`src/hdl/lfst_pkg.sv`:
```
// Shared types and constants for the lowest-free slot table.
// Used by lfst_ctrl, lfst_dp and the top level; depends on nothing.
package lfst_pkg;

  localparam int SLOTS_DEF        = 64;
  localparam int HANDLE_WIDTH_DEF = 32;

  localparam int REQ_W      = 2;
  localparam int IDX_W      = 8;
  localparam int HANDLE_IO_W = 32;
  localparam int SLOT_OUT_W = 6;
  localparam int STATUS_W   = 2;

  // Request codes
  localparam logic [REQ_W-1:0] REQ_ALLOC  = 2'd0;
  localparam logic [REQ_W-1:0] REQ_LOOKUP = 2'd1;
  localparam logic [REQ_W-1:0] REQ_FREE   = 2'd2;

  // Status codes
  localparam logic [STATUS_W-1:0] ST_DONE  = 2'd0;
  localparam logic [STATUS_W-1:0] ST_FULL  = 2'd1;
  localparam logic [STATUS_W-1:0] ST_RANGE = 2'd2;

  // Commands from the controller to the datapath
  typedef struct packed {
    logic capture;  // latch the request word, start the table read
    logic commit;   // update the table and load the result register
  } cmd_t;

endpackage

```
`src/hdl/lfst_ram.sv`:
```
// Generic single-write, single-read RAM with registered read data.
// Standalone; no package dependency.
module lfst_ram #(
  parameter int WIDTH = 32,
  parameter int DEPTH = 64
) (
  input  logic                     clk,
  input  logic                     we,
  input  logic [$clog2(DEPTH)-1:0] waddr,
  input  logic [WIDTH-1:0]         wdata,
  input  logic                     re,
  input  logic [$clog2(DEPTH)-1:0] raddr,
  output logic [WIDTH-1:0]         rdata
);

  logic [WIDTH-1:0] mem [DEPTH];

  always_ff @(posedge clk) begin
    if (we) begin
      mem[waddr] <= wdata;
    end
    if (re) begin
      rdata <= mem[raddr];
    end
  end

endmodule

```
`src/hdl/lfst_ctrl.sv`:
```
// Controller for the slot table: request/result handshakes and sequencing.
// Depends on lfst_pkg for the command struct.
module lfst_ctrl (
  input  logic            clk,
  input  logic            rst_n,
  input  logic            in_valid,
  output logic            in_ready,
  output logic            out_valid,
  input  logic            out_ready,
  output lfst_pkg::cmd_t  cmd
);

  typedef enum logic [1:0] {
    ST_IDLE = 2'b01,
    ST_EXEC = 2'b10
  } state_t;

  state_t state_r, state_nxt;
  logic   out_valid_r, out_valid_nxt;

  always_comb begin
    state_nxt     = state_r;
    out_valid_nxt = out_valid_r & ~out_ready;
    cmd.capture   = 1'b0;
    cmd.commit    = 1'b0;
    unique case (state_r)
      ST_IDLE: begin
        if (in_valid) begin
          cmd.capture = 1'b1;
          state_nxt   = ST_EXEC;
        end
      end
      ST_EXEC: begin
        // hold until the result register is free or being drained
        if (!out_valid_r || out_ready) begin
          cmd.commit    = 1'b1;
          out_valid_nxt = 1'b1;
          state_nxt     = ST_IDLE;
        end
      end
      default: begin
        state_nxt = ST_IDLE;
      end
    endcase
  end

  always_ff @(posedge clk) begin
    if (!rst_n) begin
      state_r     <= ST_IDLE;
      out_valid_r <= 1'b0;
    end else begin
      state_r     <= state_nxt;
      out_valid_r <= out_valid_nxt;
    end
  end

  assign in_ready  = (state_r == ST_IDLE);
  assign out_valid = out_valid_r;

endmodule

```
`src/hdl/lfst_dp.sv`:
```
// Datapath for the slot table: request registers, occupancy bits, lowest-free
// encoder, handle RAM and result registers. Depends on lfst_pkg and lfst_ram.
module lfst_dp #(
  parameter int SLOTS        = lfst_pkg::SLOTS_DEF,
  parameter int HANDLE_WIDTH = lfst_pkg::HANDLE_WIDTH_DEF
) (
  input  logic                                clk,
  input  logic                                rst_n,
  input  lfst_pkg::cmd_t                      cmd,
  input  logic [lfst_pkg::REQ_W-1:0]          in_req_type,
  input  logic [lfst_pkg::IDX_W-1:0]          in_slot_index,
  input  logic [lfst_pkg::HANDLE_IO_W-1:0]    in_handle_in,
  output logic [lfst_pkg::SLOT_OUT_W-1:0]     out_slot_out,
  output logic [lfst_pkg::HANDLE_IO_W-1:0]    out_handle_out,
  output logic [lfst_pkg::STATUS_W-1:0]       out_status
);

  localparam int SLOT_IDX_W = $clog2(SLOTS);
  localparam logic [lfst_pkg::IDX_W:0] SLOTS_LIM = (lfst_pkg::IDX_W + 1)'(SLOTS);

  logic [lfst_pkg::REQ_W-1:0]      req_r;
  logic [lfst_pkg::IDX_W-1:0]      idx_r;
  logic [HANDLE_WIDTH-1:0]         hdl_r;
  logic [SLOTS-1:0]                occ_r, occ_nxt;

  logic [lfst_pkg::SLOT_OUT_W-1:0] slot_out_r, slot_out_nxt;
  logic [lfst_pkg::HANDLE_IO_W-1:0] handle_out_r, handle_out_nxt;
  logic [lfst_pkg::STATUS_W-1:0]   status_r, status_nxt;

  logic [SLOTS-1:0]                low_free;
  logic [SLOT_IDX_W-1:0]           free_idx;
  logic                            full;
  logic                            in_range;
  logic [SLOT_IDX_W-1:0]           idx_a;

  logic                            ram_we;
  logic [SLOT_IDX_W-1:0]           ram_waddr;
  logic [HANDLE_WIDTH-1:0]         ram_wdata;
  logic [HANDLE_WIDTH-1:0]         ram_rdata;

  // Request word; the table read starts in the same cycle
  always_ff @(posedge clk) begin
    if (cmd.capture) begin
      req_r <= in_req_type;
      idx_r <= in_slot_index;
      hdl_r <= HANDLE_WIDTH'(in_handle_in);
    end
  end

  lfst_ram #(
    .WIDTH (HANDLE_WIDTH),
    .DEPTH (SLOTS)
  ) u_ram (
    .clk   (clk),
    .we    (ram_we),
    .waddr (ram_waddr),
    .wdata (ram_wdata),
    .re    (cmd.capture),
    .raddr (in_slot_index[SLOT_IDX_W-1:0]),
    .rdata (ram_rdata)
  );

  // Lowest free slot: isolate the lowest clear occupancy bit, then encode.
  // An all-ones map wraps to zero, so no bit survives.
  always_comb begin
    low_free = ~occ_r & (occ_r + SLOTS'(1));
    full     = &occ_r;
    free_idx = '0;
    for (int b = 0; b < SLOT_IDX_W; b++) begin
      for (int i = 0; i < SLOTS; i++) begin
        if (((i >> b) & 1) == 1) begin
          free_idx[b] = free_idx[b] | low_free[i];
        end
      end
    end
  end

  assign in_range = ({1'b0, idx_r} < SLOTS_LIM);
  assign idx_a    = idx_r[SLOT_IDX_W-1:0];

  always_comb begin
    occ_nxt        = occ_r;
    ram_we         = 1'b0;
    ram_waddr      = free_idx;
    ram_wdata      = hdl_r;
    slot_out_nxt   = '0;
    handle_out_nxt = '0;
    status_nxt     = lfst_pkg::ST_DONE;
    unique case (req_r)
      lfst_pkg::REQ_ALLOC: begin
        if (full) begin
          status_nxt = lfst_pkg::ST_FULL;
        end else begin
          ram_we            = cmd.commit;
          occ_nxt[free_idx] = |hdl_r;
          slot_out_nxt      = lfst_pkg::SLOT_OUT_W'(free_idx);
        end
      end
      lfst_pkg::REQ_LOOKUP: begin
        slot_out_nxt = idx_r[lfst_pkg::SLOT_OUT_W-1:0];
        if (!in_range) begin
          status_nxt = lfst_pkg::ST_RANGE;
        end else if (occ_r[idx_a]) begin
          // a clear occupancy bit means the entry reads as zero
          handle_out_nxt = lfst_pkg::HANDLE_IO_W'(ram_rdata);
        end
      end
      lfst_pkg::REQ_FREE: begin
        slot_out_nxt = idx_r[lfst_pkg::SLOT_OUT_W-1:0];
        if (!in_range) begin
          status_nxt = lfst_pkg::ST_RANGE;
        end else begin
          ram_we         = cmd.commit;
          ram_waddr      = idx_a;
          ram_wdata      = '0;
          occ_nxt[idx_a] = 1'b0;
        end
      end
      default: begin
      end
    endcase
  end

  always_ff @(posedge clk) begin
    if (!rst_n) begin
      occ_r <= '0;
    end else if (cmd.commit) begin
      occ_r <= occ_nxt;
    end
  end

  always_ff @(posedge clk) begin
    if (cmd.commit) begin
      slot_out_r   <= slot_out_nxt;
      handle_out_r <= handle_out_nxt;
      status_r     <= status_nxt;
    end
  end

  assign out_slot_out   = slot_out_r;
  assign out_handle_out = handle_out_r;
  assign out_status     = status_r;

endmodule

```
`src/hdl/lowest_free_slot_table.sv`:
```
// Lowest-free slot table: top level joining controller and datapath.
// Depends on lfst_pkg, lfst_ctrl, lfst_dp and lfst_ram.
//
// Usage:
//   Request channel (in_valid/in_ready): in_req_type selects allocate,
//   lookup or free; in_slot_index names the slot for lookup and free;
//   in_handle_in is the handle stored by allocate (zero stores nothing).
//   Result channel (out_valid/out_ready): one word per request with
//   out_slot_out, out_handle_out and out_status (done, full, out of range).
// Timing:
//   A request is taken when the block is idle; the handle RAM is read in
//   that cycle. In the execute state, once the result register is free or
//   draining, an allocate picks the lowest free slot, the table is updated
//   as the request needs and the result register is loaded. No new request
//   is taken until then; the registered RAM read comes ahead of the update.
// Reset:
//   Synchronous, active low; clears the occupancy bits so every slot reads
//   free and zero at once. No clearing pass is needed.
// Stall:
//   A result waits in the output register while out_ready is low; the next
//   request is still taken and holds in the execute state until it drains.
module lowest_free_slot_table #(
  parameter int SLOTS        = lfst_pkg::SLOTS_DEF,
  parameter int HANDLE_WIDTH = lfst_pkg::HANDLE_WIDTH_DEF
) (
  input  logic                              clk,
  input  logic                              rst_n,
  input  logic                              in_valid,
  output logic                              in_ready,
  input  logic [lfst_pkg::REQ_W-1:0]        in_req_type,
  input  logic [lfst_pkg::IDX_W-1:0]        in_slot_index,
  input  logic [lfst_pkg::HANDLE_IO_W-1:0]  in_handle_in,
  output logic                              out_valid,
  input  logic                              out_ready,
  output logic [lfst_pkg::SLOT_OUT_W-1:0]   out_slot_out,
  output logic [lfst_pkg::HANDLE_IO_W-1:0]  out_handle_out,
  output logic [lfst_pkg::STATUS_W-1:0]     out_status
);

  lfst_pkg::cmd_t cmd;

  lfst_ctrl u_ctrl (
    .clk       (clk),
    .rst_n     (rst_n),
    .in_valid  (in_valid),
    .in_ready  (in_ready),
    .out_valid (out_valid),
    .out_ready (out_ready),
    .cmd       (cmd)
  );

  lfst_dp #(
    .SLOTS        (SLOTS),
    .HANDLE_WIDTH (HANDLE_WIDTH)
  ) u_dp (
    .clk            (clk),
    .rst_n          (rst_n),
    .cmd            (cmd),
    .in_req_type    (in_req_type),
    .in_slot_index  (in_slot_index),
    .in_handle_in   (in_handle_in),
    .out_slot_out   (out_slot_out),
    .out_handle_out (out_handle_out),
    .out_status     (out_status)
  );

endmodule

```
`config.mk`:
```
export PLATFORM = sky130hd
export DESIGN_NAME = lowest_free_slot_table
export DESIGN_NICKNAME = d
export VERILOG_FILES = /design/src/hdl/lfst_pkg.sv /design/src/hdl/lfst_ram.sv /design/src/hdl/lfst_ctrl.sv /design/src/hdl/lfst_dp.sv /design/src/hdl/lowest_free_slot_table.sv
export SDC_FILE = /design/constraint.sdc
export NUM_CORES = 2
export LEC_CHECK = 0
export BUFFER_PORTS_ARGS = -buffer_cell sky130_fd_sc_hd__buf_2
export CAP_MARGIN = 15
export CORE_MARGIN = 2
export CORE_UTILIZATION = 34
export DETAILED_ROUTE_END_ITERATION = 8
export GPL_TIMING_DRIVEN = 0
export PLACE_DENSITY = 0.45
export SYNTH_ARGS = -nofsm -noshare
export SYNTH_HDL_FRONTEND = slang
export SYNTH_SLANG_ARGS = --single-unit
```
`constraint.sdc`:
```
create_clock -name clk -period 6.9 [get_ports clk]
set_input_delay 0 -clock clk [delete_from_list [all_inputs] [get_ports clk]]
set_output_delay 0 -clock clk [all_outputs]
set_load 0.01 [all_outputs]
```
==> impl_results.md <==
* Status: finished, final reports clean
* Die Wd at between 500 and 600 um
* Critical Path AT at 7.15 ns
* Startpoint types: flip-flop
* Routed length per instance at 33.2 um
* P&R area growth vs syn at 18.8%
* Met3 Track Usage GR at under 10%
* Switching pwr at 6.46 mW
* Comb pwr share at 5.6%
* GRT Resource Usage Total at 20.6%
* Filler-free cell count of the finished design at 8,207
* Initial DRC Count at 5,615
* Skew final at 0.0873 ns
* Rows at 186
* CORE AREA at 0.256 mm2
* Ys Warns at 0
* Leading area contributor after synthesis: edfxtp_1
* R2R Path End: u_dp.u_ram.mem[32][25]
* Synth top area share at 74.1%
* Worst-Skew Late Latency at 0.91 ns
* Slew Limit Headroom at 16.5%
* Sequential share of the synthesized area at 75.6%
* Total grt overflow at 0
* Slew of the pin with the lowest slew margin at 1.25 ns
* Syn Inst Count at about 4,000
* Period utilization at 95.8%
* # port buffers at 86
* Clock-pin transition on the worst setup and hold timing paths at 0.06 ns
* R2R Path Start: u_dp.occ_r[33]
* Pre-CTS setup slack at 0.593 ns
* Placed Instances at 7,667
* Synth Area in Adders at 0.0571%
* Routed Antenna Nets at 0
* Yosys cell types at 76
* Die ar. at roughly 0.26 mm2
* Utilization after layout at about two fifths
* Routed Wire Length at 272,000 um
* Post-synthesis mux area share at between 10% and 20%
* I/O pins at 88
* Required time of the worst setup path at 7.44 ns
* Fin. Hold Viols at 0
* Fin crit period at 6.61 ns
* Xor and xnor area share after synthesis at 0%
* # DRC at 0
* GR peak layer: met2
* Final #Nets at about 4,700
* Sum Neg Setup Slack at 0 ns
* CP Max Fanout at 20
* Hold wc startpoint: in_slot_index[5]
* Internal Power at 22.4 mW
* Switching Fraction at roughly 22%
* Hold-critical path depth at 2
* Kind of critical path: reg -> reg
* Setup crit end kind: flip-flop
* Routing usage on met2 at 33.3%
* Dpl hpwl at 187,000 um
* Cts bufs inserted at 235
* Max-slew violations at 0
* R2R setup slack at 0.29 ns
* Clock sink total at 2,229
* Synth Area in Simple Gates at 3.91%
* Main combinational cell family by area after synthesis: multiplexers
* Synth cell count leaders: 2,162 x edfxtp_1, 666 x mux4_2, 158 x nor2_1
* Final Wtd Congestion at 0.889
* H-tree lvl count at 4
* Share of power burned in registers at between 50% and 60%
* Pre-antenna DRT Iters at 7
* Maxcap violations at 0
* Syn Nets at 4,117
* Layout cells sized above 1 at 29.0%
* CTS Root Cell: clkbuf_16
* Vias in the first global route at roughly 45,000
* DR vias at 45,071
* Asr flop ratio synth at 0%
* Clock share of power at 42.5%
* Initial Util at 34.2%
* Pwr/cell area at 278 mW/mm2
* Grt met1 use at 29.2%
* Fmax at 0.151 GHz
* Setup Viol. Count Final at 0
* RSZ-0062 raised after global routing: no
* First-pass GRT wire length at ~380,000 um
* Setup ws final at 0.288 ns
* Yosys reg bits at 2,229
* Count leader, synth: edfxtp_1
* LEAKAGE at 31.5 nW
* Hold EP: u_dp.idx_r[5]
* Compound-cell area share of the yosys netlist at 1.96%
* Worst Hold Class: in -> reg
* Die Y-Extent at 512 um
* DR vias/cell at 5.49
* Top FF cell, synth: edfxtp_1
* Worst R2R Path Depth at 11
* Synth area leaders: edfxtp_1 74%, mux4_2 17%, dfxtp_1 1.5%, nor2_1 0.68%, clkbuf_1 0.63%
* Synthesized area at a little under 0.09 mm2
* Maximum number of pins on one net before global-route repair at 65
* Post-synth EDFFs at around 2,200
* CTS tree: built
* Worst VDD drop at about 0.25 mV
* Longest Clk Path Bufs at 3
* Initial antenna violation count at 28
* Average size of a mapped cell at 21.5 um2
[power groups by stage]
stage | logic [mW] | registers (mW) | clock network, mW
after floorplan | 0.806 | 15.3 | 0
after global placement | 1.48 | 15.3 | 0
after detailed placement | 1.59 | 15.3 | 0
after CTS | 1.63 | 15.0 | 12.6
after global routing | 1.71 | 15.0 | 13.1
final | 1.62 | 15.0 | 12.3
[through the flow]
stage / hold WS, ns / area (um2) / total power [mW]
floorplan: 0.0989 / 87600 / 16.1
global placement: 0.179 / 92300 / 16.8
detailed placement: 0.178 / 95600 / 16.9
CTS: 0.0909 / 104000 / 29.2
global route: 0.108 / 104000 / 29.8
finish: 0.148 / 104000 / 28.9
[layer usage]
metal / up-vias / part of all wire, %
met5: - / 0
met4: 0 / 2.2
met3: 358 / 6.1
met2: 1600 / 48
met1: 24679 / 44
li1: 18434 / -
[flip-flops by register name, summed over array words and instances (netlist names)]
| name | count |
|---|---|
| u_ctrl.out_valid | 1 |
| u_ctrl.state_r | 2 |
| u_dp.hdl_r | 32 |
| u_dp.idx_r | 8 |
| u_dp.occ_r | 64 |
| u_dp.out_handle_out | 32 |
| u_dp.out_slot_out | 6 |
| u_dp.out_status | 2 |
| u_dp.req_r | 2 |
| u_dp.u_ram.mem | 2048 |
| u_dp.u_ram.rdata | 32 |
[what timing repair did]
action	in CTS	in global routing
hold buffers	87	0
endpoints found under the hold margin	115	0
resized for setup	0	0
setup buffers	0	0
[worst max-delay path, stage by stage (launching register included)]
cell	delay, ns
dfxtp_1	0.30
clkbuf_1	0.30
nand4_1	0.66
nor2_1	0.16
nand4_1	0.30
o221ai_1	0.25
a2111oi_1	1.05
or3b_1	0.55
o21bai_1	0.78
nand2_1	0.73
nor2_4	0.80
buf_12	0.30
[logic make-up (layout without fill, tap and decap cells)]
family	Yosys count	in the layout
other	0	6
multiplexers	681	681
adder cells (fa/ha/maj)	4	4
flip-flops	2229	2229
buffers and inverters	253	1003
AO/OA/AOI/OAI	256	256
AND/OR/NAND/NOR	644	644
[cell usage in the layout, fill, tap and decap left out, types with 12 or more instances in the layout]
cell           instances
dlygate4sd3_1         87
nand2_1              123
bufinv_16             16
o21ai_0               52
nor4_1                28
and2_1                39
nor3_1                41
clkinvlp_4            12
mux4_2               666
clkbuf_16            235
buf_1                 53
a31oi_1               21
clkinv_2              35
inv_1                 15
buf_12                79
buf_16                36
clkbuf_1             203
nor2_4                64
edfxtp_1            2162
or3_1                 14
nand2b_1              17
dfxtp_1               67
nor2b_1               13
and2_2                24
a311oi_1              14
buf_8                 24
nor2_1                94
a21oi_1               54
nand3_1               52
buf_2                124
a22oi_1               18
clkinv_1              55
nand4_1               52
[worst max-delay path by stage]
stage,start,endpoint,cells after the start
after floorplan,u_dp.occ_r[30],u_dp.u_ram.mem[19][0],12
after global placement,u_dp.occ_r[33],u_dp.u_ram.mem[35][18],10
final,u_dp.occ_r[33],u_dp.u_ram.mem[32][25],11
after CTS,u_dp.occ_r[33],u_dp.u_ram.mem[0][21],11
after detailed placement,u_dp.occ_r[33],u_dp.u_ram.mem[0][19],11
after global routing,u_dp.occ_r[33],u_dp.u_ram.mem[1][21],11
[area by class of cell]
| type | count | area (um2) |
|---|---|---|
| clock inverter | 139 | 1280 |
| inverter | 16 | 60.1 |
| sequential | 2229 | 66300 |
| buffer | 237 | 951 |
| tap | 3384 | 4230 |
| antenna | 6 | 15.0 |
| clock buffer | 295 | 6110 |
| multi-input combinational | 1585 | 20900 |
| timing repair buffer | 316 | 4260 |
| fill | 22566 | 152000 |
Power figures use the tool's default switching activity.
